### config.mk
export PLATFORM = sky130hd
export DESIGN_NAME = confirmed_threshold_event_detector_unit
export DESIGN_NICKNAME = d
export VERILOG_FILES = /design/src/design/ctd_pkg.sv /design/src/design/ctd_serial_unit.sv /design/src/design/ctd_chan.sv /design/src/design/confirmed_threshold_event_detector_unit.sv
export SDC_FILE = /design/constraint.sdc
export NUM_CORES = 2
export LEC_CHECK = 0
export BUFFER_PORTS_ARGS = -buffer_cell sky130_fd_sc_hd__buf_2
export CAP_MARGIN = 25
export CELL_PAD_IN_SITES_DETAIL_PLACEMENT = 0
export CELL_PAD_IN_SITES_GLOBAL_PLACEMENT = 1
export CORE_MARGIN = 5
export CORE_UTILIZATION = 25
export CTS_CLUSTER_SIZE = 20
export DETAILED_ROUTE_END_ITERATION = 7
export GPL_TIMING_DRIVEN = 1
export PLACE_DENSITY = 0.55
export SKIP_CTS_REPAIR_TIMING = 1
export SLEW_MARGIN = 20
export SYNTH_ARGS = -nofsm -noshare
export SYNTH_HDL_FRONTEND = slang
export SYNTH_HIERARCHICAL = 1
export SYNTH_SLANG_ARGS = --single-unit
### constraint.sdc
create_clock -name i_clk -period 11 [get_ports i_clk]
set_input_delay 0.55 -clock i_clk [delete_from_list [all_inputs] [get_ports i_clk]]
set_output_delay 0.55 -clock i_clk [all_outputs]
set_load 0.1 [all_outputs]
### src/design/ctd_pkg.sv
// shared types, register codes and helpers for the confirmed threshold event detector
package ctd_pkg;

    localparam int unsigned DATA_W     = 32;
    localparam int unsigned CFG_IDX_W  = 3;
    localparam int unsigned CONFIRM_W  = 8;
    localparam int unsigned MODE_W     = 2;
    localparam int unsigned SECONDS_W  = 48;
    localparam int unsigned FRAC_W     = 16;
    localparam int unsigned SER_STEPS  = 32;
    localparam int unsigned SER_CNT_W  = $clog2(SER_STEPS);

    // register indexes of the configuration port
    localparam logic [CFG_IDX_W-1:0] CFG_BOOM_THRESHOLD  = 3'd0;
    localparam logic [CFG_IDX_W-1:0] CFG_BOOM_CONFIRM    = 3'd1;
    localparam logic [CFG_IDX_W-1:0] CFG_BOOM_MODE       = 3'd2;
    localparam logic [CFG_IDX_W-1:0] CFG_CHAOS_THRESHOLD = 3'd3;
    localparam logic [CFG_IDX_W-1:0] CFG_CHAOS_CONFIRM   = 3'd4;
    localparam logic [CFG_IDX_W-1:0] CFG_CHAOS_MODE      = 3'd5;
    localparam logic [CFG_IDX_W-1:0] CFG_FRAME_PERIOD    = 3'd6;

    // mode bits
    localparam int unsigned MODE_SLOPE_BIT = 0;
    localparam int unsigned MODE_ABOVE_BIT = 1;

    // input op codes
    localparam logic OP_FRAME = 1'b0;
    localparam logic OP_CLEAR = 1'b1;

    typedef struct packed {
        logic signed [DATA_W-1:0]   threshold;
        logic [CONFIRM_W-1:0]       confirm;
        logic [MODE_W-1:0]          mode;
    } t_chan_cfg;

    typedef struct packed {
        logic                       confirmed;
        logic [DATA_W-1:0]          first_frame;
        logic signed [DATA_W-1:0]   first_value;
        logic signed [DATA_W-1:0]   first_slope;
    } t_chan_rec;

    typedef struct packed {
        logic                       start;
        logic                       is_div;
        logic [DATA_W:0]            init_hi;
        logic [DATA_W-1:0]          init_lo;
        logic [DATA_W-1:0]          operand;
    } t_ser_req;

    typedef struct packed {
        logic                       done;
        logic [DATA_W-1:0]          hi;
        logic [DATA_W-1:0]          lo;
    } t_ser_rsp;

    // magnitude of a two's complement word, -2^31 maps to 2^31
    function automatic logic [DATA_W-1:0] abs_mag(input logic [DATA_W-1:0] v);
        abs_mag = v[DATA_W-1] ? (~v + 1'b1) : v;
    endfunction

endpackage

### src/design/ctd_serial_unit.sv
// shared shift-add multiplier and restoring divider, one bit per cycle
module ctd_serial_unit (
    input  logic              i_clk,
    input  logic              i_rst_n,
    input  ctd_pkg::t_ser_req i_req,
    output ctd_pkg::t_ser_rsp o_rsp
);
    import ctd_pkg::*;

    logic [DATA_W:0]     r_hi;
    logic [DATA_W-1:0]   r_lo;
    logic [DATA_W-1:0]   r_operand;
    logic                r_is_div;
    logic                r_run;
    logic                r_done;
    logic [SER_CNT_W-1:0] r_cnt;

    logic [DATA_W:0]     add_a;
    logic [DATA_W:0]     add_b;
    logic [DATA_W+1:0]   sum;
    logic [DATA_W:0]     n_hi;
    logic [DATA_W-1:0]   n_lo;
    logic                div_ge;

    // one adder: accumulate for multiply, trial subtract for divide
    always_comb begin
        if (r_is_div) begin
            add_a = {r_hi[DATA_W-1:0], r_lo[DATA_W-1]};
            add_b = ~{1'b0, r_operand};
        end else begin
            add_a = r_hi;
            add_b = r_lo[0] ? {1'b0, r_operand} : '0;
        end
        sum    = {1'b0, add_a} + {1'b0, add_b} + {{(DATA_W+1){1'b0}}, r_is_div};
        div_ge = sum[DATA_W+1];
        if (r_is_div) begin
            n_hi = div_ge ? sum[DATA_W:0] : add_a;
            n_lo = {r_lo[DATA_W-2:0], div_ge};
        end else begin
            n_hi = {1'b0, sum[DATA_W:1]};
            n_lo = {sum[0], r_lo[DATA_W-1:1]};
        end
    end

    always_ff @(posedge i_clk) begin
        if (!i_rst_n) begin
            r_run  <= 1'b0;
            r_done <= 1'b0;
            r_cnt  <= '0;
        end else if (i_req.start) begin
            r_run     <= 1'b1;
            r_done    <= 1'b0;
            r_cnt     <= '0;
            r_is_div  <= i_req.is_div;
            r_hi      <= i_req.init_hi;
            r_lo      <= i_req.init_lo;
            r_operand <= i_req.operand;
        end else if (r_run) begin
            r_hi  <= n_hi;
            r_lo  <= n_lo;
            r_cnt <= r_cnt + 1'b1;
            if (r_cnt == SER_CNT_W'(SER_STEPS - 1)) begin
                r_run  <= 1'b0;
                r_done <= 1'b1;
            end
        end else begin
            r_done <= 1'b0;
        end
    end

    assign o_rsp.done = r_done;
    assign o_rsp.hi   = r_hi[DATA_W-1:0];
    assign o_rsp.lo   = r_lo;

endmodule

### src/design/ctd_chan.sv
// one detection channel: crossing test, run counter and first-crossing record
module ctd_chan (
    input  logic                              i_clk,
    input  logic                              i_rst_n,
    input  ctd_pkg::t_chan_cfg                i_cfg,
    input  logic                              i_eval,
    input  logic                              i_clear,
    input  logic [ctd_pkg::DATA_W-1:0]        i_idx,
    input  logic signed [ctd_pkg::DATA_W-1:0] i_value,
    input  logic signed [ctd_pkg::DATA_W-1:0] i_slope,
    output logic                              o_hit,
    output ctd_pkg::t_chan_rec                o_rec
);
    import ctd_pkg::*;

    logic [CONFIRM_W-1:0]     r_run;
    logic                     r_confirmed;
    logic [DATA_W-1:0]        r_first_frame;
    logic signed [DATA_W-1:0] r_first_value;
    logic signed [DATA_W-1:0] r_first_slope;

    logic signed [DATA_W-1:0] x;
    logic                     crosses;
    logic [CONFIRM_W-1:0]     run_inc;

    always_comb begin
        x       = i_cfg.mode[MODE_SLOPE_BIT] ? i_slope : i_value;
        crosses = i_cfg.mode[MODE_ABOVE_BIT] ? (x > i_cfg.threshold) : (x < i_cfg.threshold);
        run_inc = (&r_run) ? r_run : r_run + 1'b1;
        o_hit   = i_eval && crosses && (run_inc >= i_cfg.confirm);
    end

    always_ff @(posedge i_clk) begin
        if (!i_rst_n || i_clear) begin
            r_run         <= '0;
            r_confirmed   <= 1'b0;
            r_first_frame <= '0;
            r_first_value <= '0;
            r_first_slope <= '0;
        end else if (i_eval) begin
            if (!crosses) begin
                r_run <= '0;
            end else begin
                r_run <= run_inc;
                if (r_run == '0) begin
                    r_first_frame <= i_idx;
                    r_first_value <= i_value;
                    r_first_slope <= i_slope;
                end
                if (o_hit) begin
                    r_confirmed <= 1'b1;
                end
            end
        end
    end

    assign o_rec.confirmed   = r_confirmed;
    assign o_rec.first_frame = r_first_frame;
    assign o_rec.first_value = r_first_value;
    assign o_rec.first_slope = r_first_slope;

endmodule

### src/design/confirmed_threshold_event_detector_unit.sv
// top level of the two-channel confirmed threshold event detector
//
// Each frame transfer is tested against the boom and chaos thresholds in the
// cycle it is taken; a frame that confirms no channel, and a clear op, leave
// o_stall low, so the next transfer can follow at once. A frame that confirms
// a channel produces an event that is worked out on one shared serial unit:
// a 32-step shift-add multiply for cross_seconds, then, when the threshold is
// nonzero and the ratio does not saturate, a 32-step restoring divide for
// sharpness. The event is offered once this work is done; it then waits as
// long as i_stall holds it. A frame that confirms both channels starts the
// second event only once the first has been transferred. The shared unit
// works one bit per cycle. Input stall stays high until every event of the
// frame has been transferred; the two events of one frame come out boom
// first, and o_last marks the final one.
module confirmed_threshold_event_detector_unit (
    input  logic                                i_clk,
    input  logic                                i_rst_n,
    // configuration write port
    input  logic                                i_cfg_we,
    input  logic [ctd_pkg::CFG_IDX_W-1:0]       i_cfg_index,
    input  logic [ctd_pkg::DATA_W-1:0]          i_cfg_data,
    // frame input channel
    input  logic                                i_valid,
    output logic                                o_stall,
    input  logic                                i_op,
    input  logic signed [ctd_pkg::DATA_W-1:0]   i_boom_value,
    input  logic signed [ctd_pkg::DATA_W-1:0]   i_boom_slope,
    input  logic signed [ctd_pkg::DATA_W-1:0]   i_chaos_value,
    input  logic signed [ctd_pkg::DATA_W-1:0]   i_chaos_slope,
    // event output channel
    output logic                                o_valid,
    input  logic                                i_stall,
    output logic                                o_event_id,
    output logic [ctd_pkg::DATA_W-1:0]          o_cross_frame,
    output logic [ctd_pkg::SECONDS_W-1:0]       o_cross_seconds,
    output logic signed [ctd_pkg::DATA_W-1:0]   o_cross_value,
    output logic signed [ctd_pkg::DATA_W-1:0]   o_cross_slope,
    output logic [ctd_pkg::DATA_W-1:0]          o_sharpness,
    output logic                                o_sharpness_valid,
    output logic                                o_last
);
    import ctd_pkg::*;

    typedef enum logic [1:0] {
        S_IDLE,
        S_START,
        S_MUL,
        S_DIV
    } t_state;

    // result holding flag, high while an event waits on the output
    typedef enum logic {
        OUT_NONE,
        OUT_HOLD
    } t_out;

    // configuration registers
    t_chan_cfg         r_cfg_boom;
    t_chan_cfg         r_cfg_chaos;
    logic [DATA_W-1:0] r_frame_period;

    // sequencer state and registered results
    t_state              r_state, n_state;
    t_out                r_out, n_out;
    logic [1:0]          r_pend, n_pend;
    logic                r_ch, n_ch;
    logic [SECONDS_W-1:0] r_secs, n_secs;
    logic [DATA_W-1:0]   r_sharp, n_sharp;
    logic                r_sharp_valid, n_sharp_valid;
    logic [DATA_W-1:0]   r_frame_count;

    logic       in_xfer;
    logic       out_xfer;
    logic       frame_xfer;
    logic       clear_xfer;
    logic       eval_boom;
    logic       eval_chaos;
    logic       hit_boom;
    logic       hit_chaos;
    t_chan_rec  rec_boom;
    t_chan_rec  rec_chaos;
    t_chan_rec  rec_sel;
    t_chan_cfg  cfg_sel;
    logic       start_ch;
    t_ser_req   ser_req;
    t_ser_rsp   ser_rsp;
    logic [DATA_W-1:0] mag_slope;
    logic [DATA_W-1:0] mag_thr;
    logic [1:0]  pend_left;

    // handshakes
    assign o_stall    = (r_state != S_IDLE) || (r_out != OUT_NONE);
    assign o_valid    = (r_out == OUT_HOLD);
    assign in_xfer    = i_valid && !o_stall;
    assign out_xfer   = o_valid && !i_stall;
    assign frame_xfer = in_xfer && (i_op == OP_FRAME);
    assign clear_xfer = in_xfer && (i_op == OP_CLEAR);

    // chaos only runs once boom is confirmed, including in this same frame
    assign eval_boom  = frame_xfer && !rec_boom.confirmed;
    assign eval_chaos = frame_xfer && (rec_boom.confirmed || hit_boom) && !rec_chaos.confirmed;

    // configuration writes
    always_ff @(posedge i_clk) begin
        if (!i_rst_n) begin
            r_cfg_boom.threshold  <= '0;
            r_cfg_boom.confirm    <= CONFIRM_W'(1);
            r_cfg_boom.mode       <= MODE_W'(2);
            r_cfg_chaos.threshold <= '0;
            r_cfg_chaos.confirm   <= CONFIRM_W'(1);
            r_cfg_chaos.mode      <= MODE_W'(2);
            r_frame_period        <= DATA_W'(1092);
        end else if (i_cfg_we) begin
            case (i_cfg_index)
                CFG_BOOM_THRESHOLD:  r_cfg_boom.threshold  <= i_cfg_data;
                CFG_BOOM_CONFIRM:    r_cfg_boom.confirm    <= i_cfg_data[CONFIRM_W-1:0];
                CFG_BOOM_MODE:       r_cfg_boom.mode       <= i_cfg_data[MODE_W-1:0];
                CFG_CHAOS_THRESHOLD: r_cfg_chaos.threshold <= i_cfg_data;
                CFG_CHAOS_CONFIRM:   r_cfg_chaos.confirm   <= i_cfg_data[CONFIRM_W-1:0];
                CFG_CHAOS_MODE:      r_cfg_chaos.mode      <= i_cfg_data[MODE_W-1:0];
                CFG_FRAME_PERIOD:    r_frame_period        <= i_cfg_data;
                default: begin
                end
            endcase
        end
    end

    // frame numbering, kept across clear ops
    always_ff @(posedge i_clk) begin
        if (!i_rst_n) begin
            r_frame_count <= '0;
        end else if (frame_xfer) begin
            r_frame_count <= r_frame_count + 1'b1;
        end
    end

    ctd_chan u_boom (
        .i_clk   (i_clk),
        .i_rst_n (i_rst_n),
        .i_cfg   (r_cfg_boom),
        .i_eval  (eval_boom),
        .i_clear (clear_xfer),
        .i_idx   (r_frame_count),
        .i_value (i_boom_value),
        .i_slope (i_boom_slope),
        .o_hit   (hit_boom),
        .o_rec   (rec_boom)
    );

    ctd_chan u_chaos (
        .i_clk   (i_clk),
        .i_rst_n (i_rst_n),
        .i_cfg   (r_cfg_chaos),
        .i_eval  (eval_chaos),
        .i_clear (clear_xfer),
        .i_idx   (r_frame_count),
        .i_value (i_chaos_value),
        .i_slope (i_chaos_slope),
        .o_hit   (hit_chaos),
        .o_rec   (rec_chaos)
    );

    ctd_serial_unit u_serial (
        .i_clk   (i_clk),
        .i_rst_n (i_rst_n),
        .i_req   (ser_req),
        .o_rsp   (ser_rsp)
    );

    // the channel being worked on: chosen from pending bits at start
    assign start_ch  = !r_pend[0];
    assign rec_sel   = (r_state == S_START ? start_ch : r_ch) ? rec_chaos : rec_boom;
    assign cfg_sel   = r_ch ? r_cfg_chaos : r_cfg_boom;
    assign mag_slope = abs_mag(rec_sel.first_slope);
    assign mag_thr   = abs_mag(cfg_sel.threshold);
    assign pend_left = r_pend & ~(2'b01 << r_ch);

    always_comb begin
        n_state       = r_state;
        n_out         = r_out;
        n_pend        = r_pend;
        n_ch          = r_ch;
        n_secs        = r_secs;
        n_sharp       = r_sharp;
        n_sharp_valid = r_sharp_valid;

        ser_req.start   = 1'b0;
        ser_req.is_div  = 1'b0;
        ser_req.init_hi = '0;
        ser_req.init_lo = r_frame_period;
        ser_req.operand = rec_sel.first_frame;

        case (r_state)
            S_IDLE: begin
                if (r_out == OUT_HOLD) begin
                    if (out_xfer) begin
                        n_out  = OUT_NONE;
                        n_pend = pend_left;
                        if (pend_left != '0) begin
                            n_state = S_START;
                        end
                    end
                end else if (frame_xfer && (hit_boom || hit_chaos)) begin
                    n_pend  = {hit_chaos, hit_boom};
                    n_state = S_START;
                end
            end
            S_START: begin
                // seconds = first_frame * frame_period
                n_ch          = start_ch;
                ser_req.start = 1'b1;
                n_state       = S_MUL;
            end
            S_MUL: begin
                if (ser_rsp.done) begin
                    // product above 48 bits saturates
                    if (ser_rsp.hi[DATA_W-1:SECONDS_W-DATA_W] != '0) begin
                        n_secs = '1;
                    end else begin
                        n_secs = {ser_rsp.hi[SECONDS_W-DATA_W-1:0], ser_rsp.lo};
                    end
                    if (mag_thr == '0) begin
                        n_sharp       = '1;
                        n_sharp_valid = 1'b0;
                        n_out         = OUT_HOLD;
                        n_state       = S_IDLE;
                    end else if ({{(DATA_W-FRAC_W){1'b0}}, mag_slope[DATA_W-1:FRAC_W]}
                                 >= mag_thr) begin
                        // quotient would not fit in 32 bits
                        n_sharp       = '1;
                        n_sharp_valid = 1'b1;
                        n_out         = OUT_HOLD;
                        n_state       = S_IDLE;
                    end else begin
                        // (|slope| << 16) / |threshold|, high part already below divisor
                        ser_req.start   = 1'b1;
                        ser_req.is_div  = 1'b1;
                        ser_req.init_hi = {{(DATA_W-FRAC_W+1){1'b0}},
                                           mag_slope[DATA_W-1:FRAC_W]};
                        ser_req.init_lo = {mag_slope[FRAC_W-1:0], {FRAC_W{1'b0}}};
                        ser_req.operand = mag_thr;
                        n_sharp_valid   = 1'b1;
                        n_state         = S_DIV;
                    end
                end
            end
            S_DIV: begin
                if (ser_rsp.done) begin
                    n_sharp = ser_rsp.lo;
                    n_out   = OUT_HOLD;
                    n_state = S_IDLE;
                end
            end
            default: begin
                n_state = S_IDLE;
            end
        endcase
    end

    always_ff @(posedge i_clk) begin
        if (!i_rst_n) begin
            r_state <= S_IDLE;
            r_out   <= OUT_NONE;
            r_pend  <= '0;
            r_ch    <= 1'b0;
        end else begin
            r_state <= n_state;
            r_out   <= n_out;
            r_pend  <= n_pend;
            r_ch    <= n_ch;
        end
        r_secs        <= n_secs;
        r_sharp       <= n_sharp;
        r_sharp_valid <= n_sharp_valid;
    end

    // event payload; channel records hold still once confirmed
    assign o_event_id        = r_ch;
    assign o_cross_frame     = rec_sel.first_frame;
    assign o_cross_seconds   = r_secs;
    assign o_cross_value     = rec_sel.first_value;
    assign o_cross_slope     = rec_sel.first_slope;
    assign o_sharpness       = r_sharp;
    assign o_sharpness_valid = r_sharp_valid;
    assign o_last            = (pend_left == '0);

endmodule

==> reports/results.ini <==
[setup_path]
cp_num_buf_inv = 5
r2r_cells = 25
r2r_slack_ns = 2.85
cpMaxStageDelayCell = o21a_2
r2r_end = u_serial/r_lo[9]$_DFFE_PP_
critPathMaxFanout = 35
cp-start-kind = register
r2r_start = r_state[1]$_SDFFE_PN0P_
crit_arrival_ns = 8.46
slowest_delay_ns = 0.82
crit_type = register to register
crit_family = compound AO/OA/AOI/OAI gates
end_kind = register
crit_required_ns = 11.30
cp_common_cell = buf_4

[cells_and_area]
post-route-util_pct = 29.39
design_area_um2 = 37960
final_cell_mix = nand2_1, dfxtp_1, buf_2
fin_nets = 4126
syn_to_final_growth_pct = 17.03
drive_above_1_share_pct = 18.60
layout_commonest_cell = nand2_1

[timing]
hold_viol = 0
grt_setup_unrepaired = no
report.final.setup_viol = 0
tightest_slew_ns = 1.013
fmax_ghz = 0.1227
slew_viol_final = 0
max_slew_margin_pct = 32.45
fin_tns_setup_ns = 0
fin_crit_ns = 8.151
hold_slack_ns = 0.1440
period_share_pct = 74.10
finalClockSkew_ns = 0.03785

[routing]
wl_per_cell_um = 22.86
route.detailed.drc = 0
drtAntennaViolNets = 0
wl_um = 128700
drtPass1Iterations = 5
drtIter0Drc = 2006
vias = 26705
via_per_inst = 4.742

[logic_synthesis]
yosysWarnings = 6
synth_edf_count = 179
async_reset_ff_share_pct = 0
synth_area_per_cell_um2 = 9.076
synth_ff_type = dfxtp_1
syn_inst = 3574
ys_types = 97
synth_area_um2 = 32440
yosys_register_bits = 550
ys_seq_area_share_pct = 39.47

[clocking]
clock_path_buffers = 3
clkTransAtPathRegs_ns = 0.06
clk_latency_ns = 0.66
htreeDepth = 3
cts_buffers = 73
cts-root-buf = clkbuf_16
cts_tree = built
cts_sinks = 550

[hold_path]
hp-class = primary input to register
holdPathEnd = u_boom/r_first_slope[8]$_SDFFE_PP0P_
hold_start = i_boom_slope[8]
whs_path_depth = 3

[job]
maxCapViolations = 0

[floorplan]
die_area_um2 = 137100
ios = 350
initial_core_util_pct = 25.12
core-area_um2 = 129200
die_w_um = 370.2
die_h_um = 370.2
rows = 132

[global_route]
grt_pass1_vias = 25849
grt_overflow = 0
grt_max_degree = 90
grt_usage_pct = 18.12
grt_first_pass_wirelength_um = 183700
antenna_found_initial = 26

[placed_design]
dpl_cell_area_um2 = 35500
dp_hpwl_um = 97560
gp_congestion = 0.8688
place.port_buffers = 349

[power]
p_leak_nw = 14.75
irDropWorstVdd_mv = 0.09715
power_density_nw_per_um2 = 156.0
power_mw = 5.922

[status]
status = finished clean

-- layout make-up --
class / instances / area (µm²)
flip-flops and latches: 550 / 12810
fillers: 13846 / 91190
multi-input cells: 2657 / 17880
repair buffers: 389 / 2095
diodes: 13 / 32.53
clock buffers: 111 / 2171
clock inverters: 25 / 257.7
well taps: 1742 / 2180
inverters: 144 / 540.5
-- sequential cells by signal, indices dropped and copies added (netlist names), 33 cells and up --
name and flops:
r_cfg_boom 42, o_cross_seconds 48, u_serial/r_hi 33, r_cfg_chaos 42
-- metal layers --
metal / track usage, % / vias to the layer above / part of all wire [%]
met5: 0 / - / 0.085
met4: 6.647 / 18 / 3.8
met3: 3.702 / 195 / 5.9
met2: 28.28 / 727 / 44
met1: 24.73 / 12765 / 46
li1: - / 13000 / -
-- worst max path at each step --
| stage | from | to | slack (ns) | cells after the start |
|---|---|---|---|---|
| 5_1_grt | r_state[1]$_SDFFE_PN0P_ | u_serial/r_hi[31]$_DFFE_PP_ | 2.22 | 29 |
| 2_1_floorplan | o_event_id$_SDFF_PN0_ | u_serial/r_hi[0]$_DFFE_PP_ | 2.46 | 28 |
| 3_5_place_dp | r_state[1]$_SDFFE_PN0P_ | u_serial/r_lo[12]$_DFFE_PP_ | 2.86 | 25 |
| 4_1_cts | r_state[1]$_SDFFE_PN0P_ | u_serial/r_lo[14]$_DFFE_PP_ | 2.83 | 25 |
| 6_report | r_state[1]$_SDFFE_PN0P_ | u_serial/r_lo[9]$_DFFE_PP_ | 2.85 | 25 |
| 3_3_place_gp | r_state[1]$_SDFFE_PN0P_ | u_serial/r_lo[7]$_DFFE_PP_ | 2.98 | 25 |
-- cells in the mapped netlist (all sizes together) (6+ instances only) --
cell type	number	area share, %
a32o	14	0.43
clkbuf	131	1.5
a22oi	10	0.23
buf	108	2.7
nor2	274	3.2
a21boi	119	2.8
and2	63	1.2
a2111oi	6	0.28
o211ai	15	0.35
or3b	11	0.30
nand2	586	6.8
a41oi	8	0.22
xnor2	89	2.4
xor2	31	0.84
o31ai	11	0.27
or2	54	1.0
o221ai	13	0.35
nor2b	30	0.58
or3	21	0.41
mux2i	305	9.4
nor3	36	0.59
nand4	42	0.89
a21oi	122	1.9
o21a	17	0.39
inv	144	1.7
a221oi	10	0.29
o2111ai	6	0.16
dfxtp	371	23
a211oi	16	0.39
edfxtp	179	17
and3	33	0.64
nand3	64	1.0
a31oi	41	0.84
and4	9	0.24
nand2b	57	1.1
mux2	128	4.5
a21o	33	0.76
nor4	18	0.45
ha	140	5.4
o21ai	142	2.2
-- report_power, final --
part           leakage (nW)  switching [mW]  internal [mW]
clock                  1.18            1.01           1.40
combinational          8.67           0.932          0.388
sequential             4.91          0.0502           2.14
total                  14.8            1.99           3.93
-- worst register-to-register path, stage by stage (launching register included) --
cell and delay (ns):
dfxtp_1 0.39, inv_1 0.08, ha_1 0.32, nor2b_1 0.29, nor2_4 0.35, buf_4 0.43, mux2i_1 0.44, inv_1 0.13
nor4_2 0.49, nand3_1 0.38, o21ai_0 0.36, nand2_1 0.11, xnor2_1 0.32, ha_1 0.31, a21o_1 0.18, a2111oi_0 0.39
o21a_1 0.19, o211ai_1 0.10, a31oi_1 0.31, o31ai_1 0.19, nand4_2 0.14, nand2_2 0.08, a21boi_4 0.17, buf_4 0.34
o21a_2 0.84, buf_4 0.47
-- metrics by stage --
step | setup slack, ns | cells
after floorplan | 2.465 | 3590
after global placement | 2.983 | 5480
after detailed placement | 2.856 | 5482
after CTS | 2.826 | 5618
after global routing | 2.216 | 5624
final | 2.849 | 5631
-- kinds of logic after synthesis --
logic type               count (synthesis)  share of synthesized area (%)
buffers and inverters                  383                          5.875
flip-flops                             550                          39.47
AND/OR/NAND/NOR                       1323                          19.12
XOR/XNOR                               120                          3.240
multiplexers                           433                          13.87
AO/OA/AOI/OAI                          622                          12.89
adder cells (fa/ha/maj)                142                          5.524
other                                    1                        0.01156
Power figures use the tool's default switching activity.
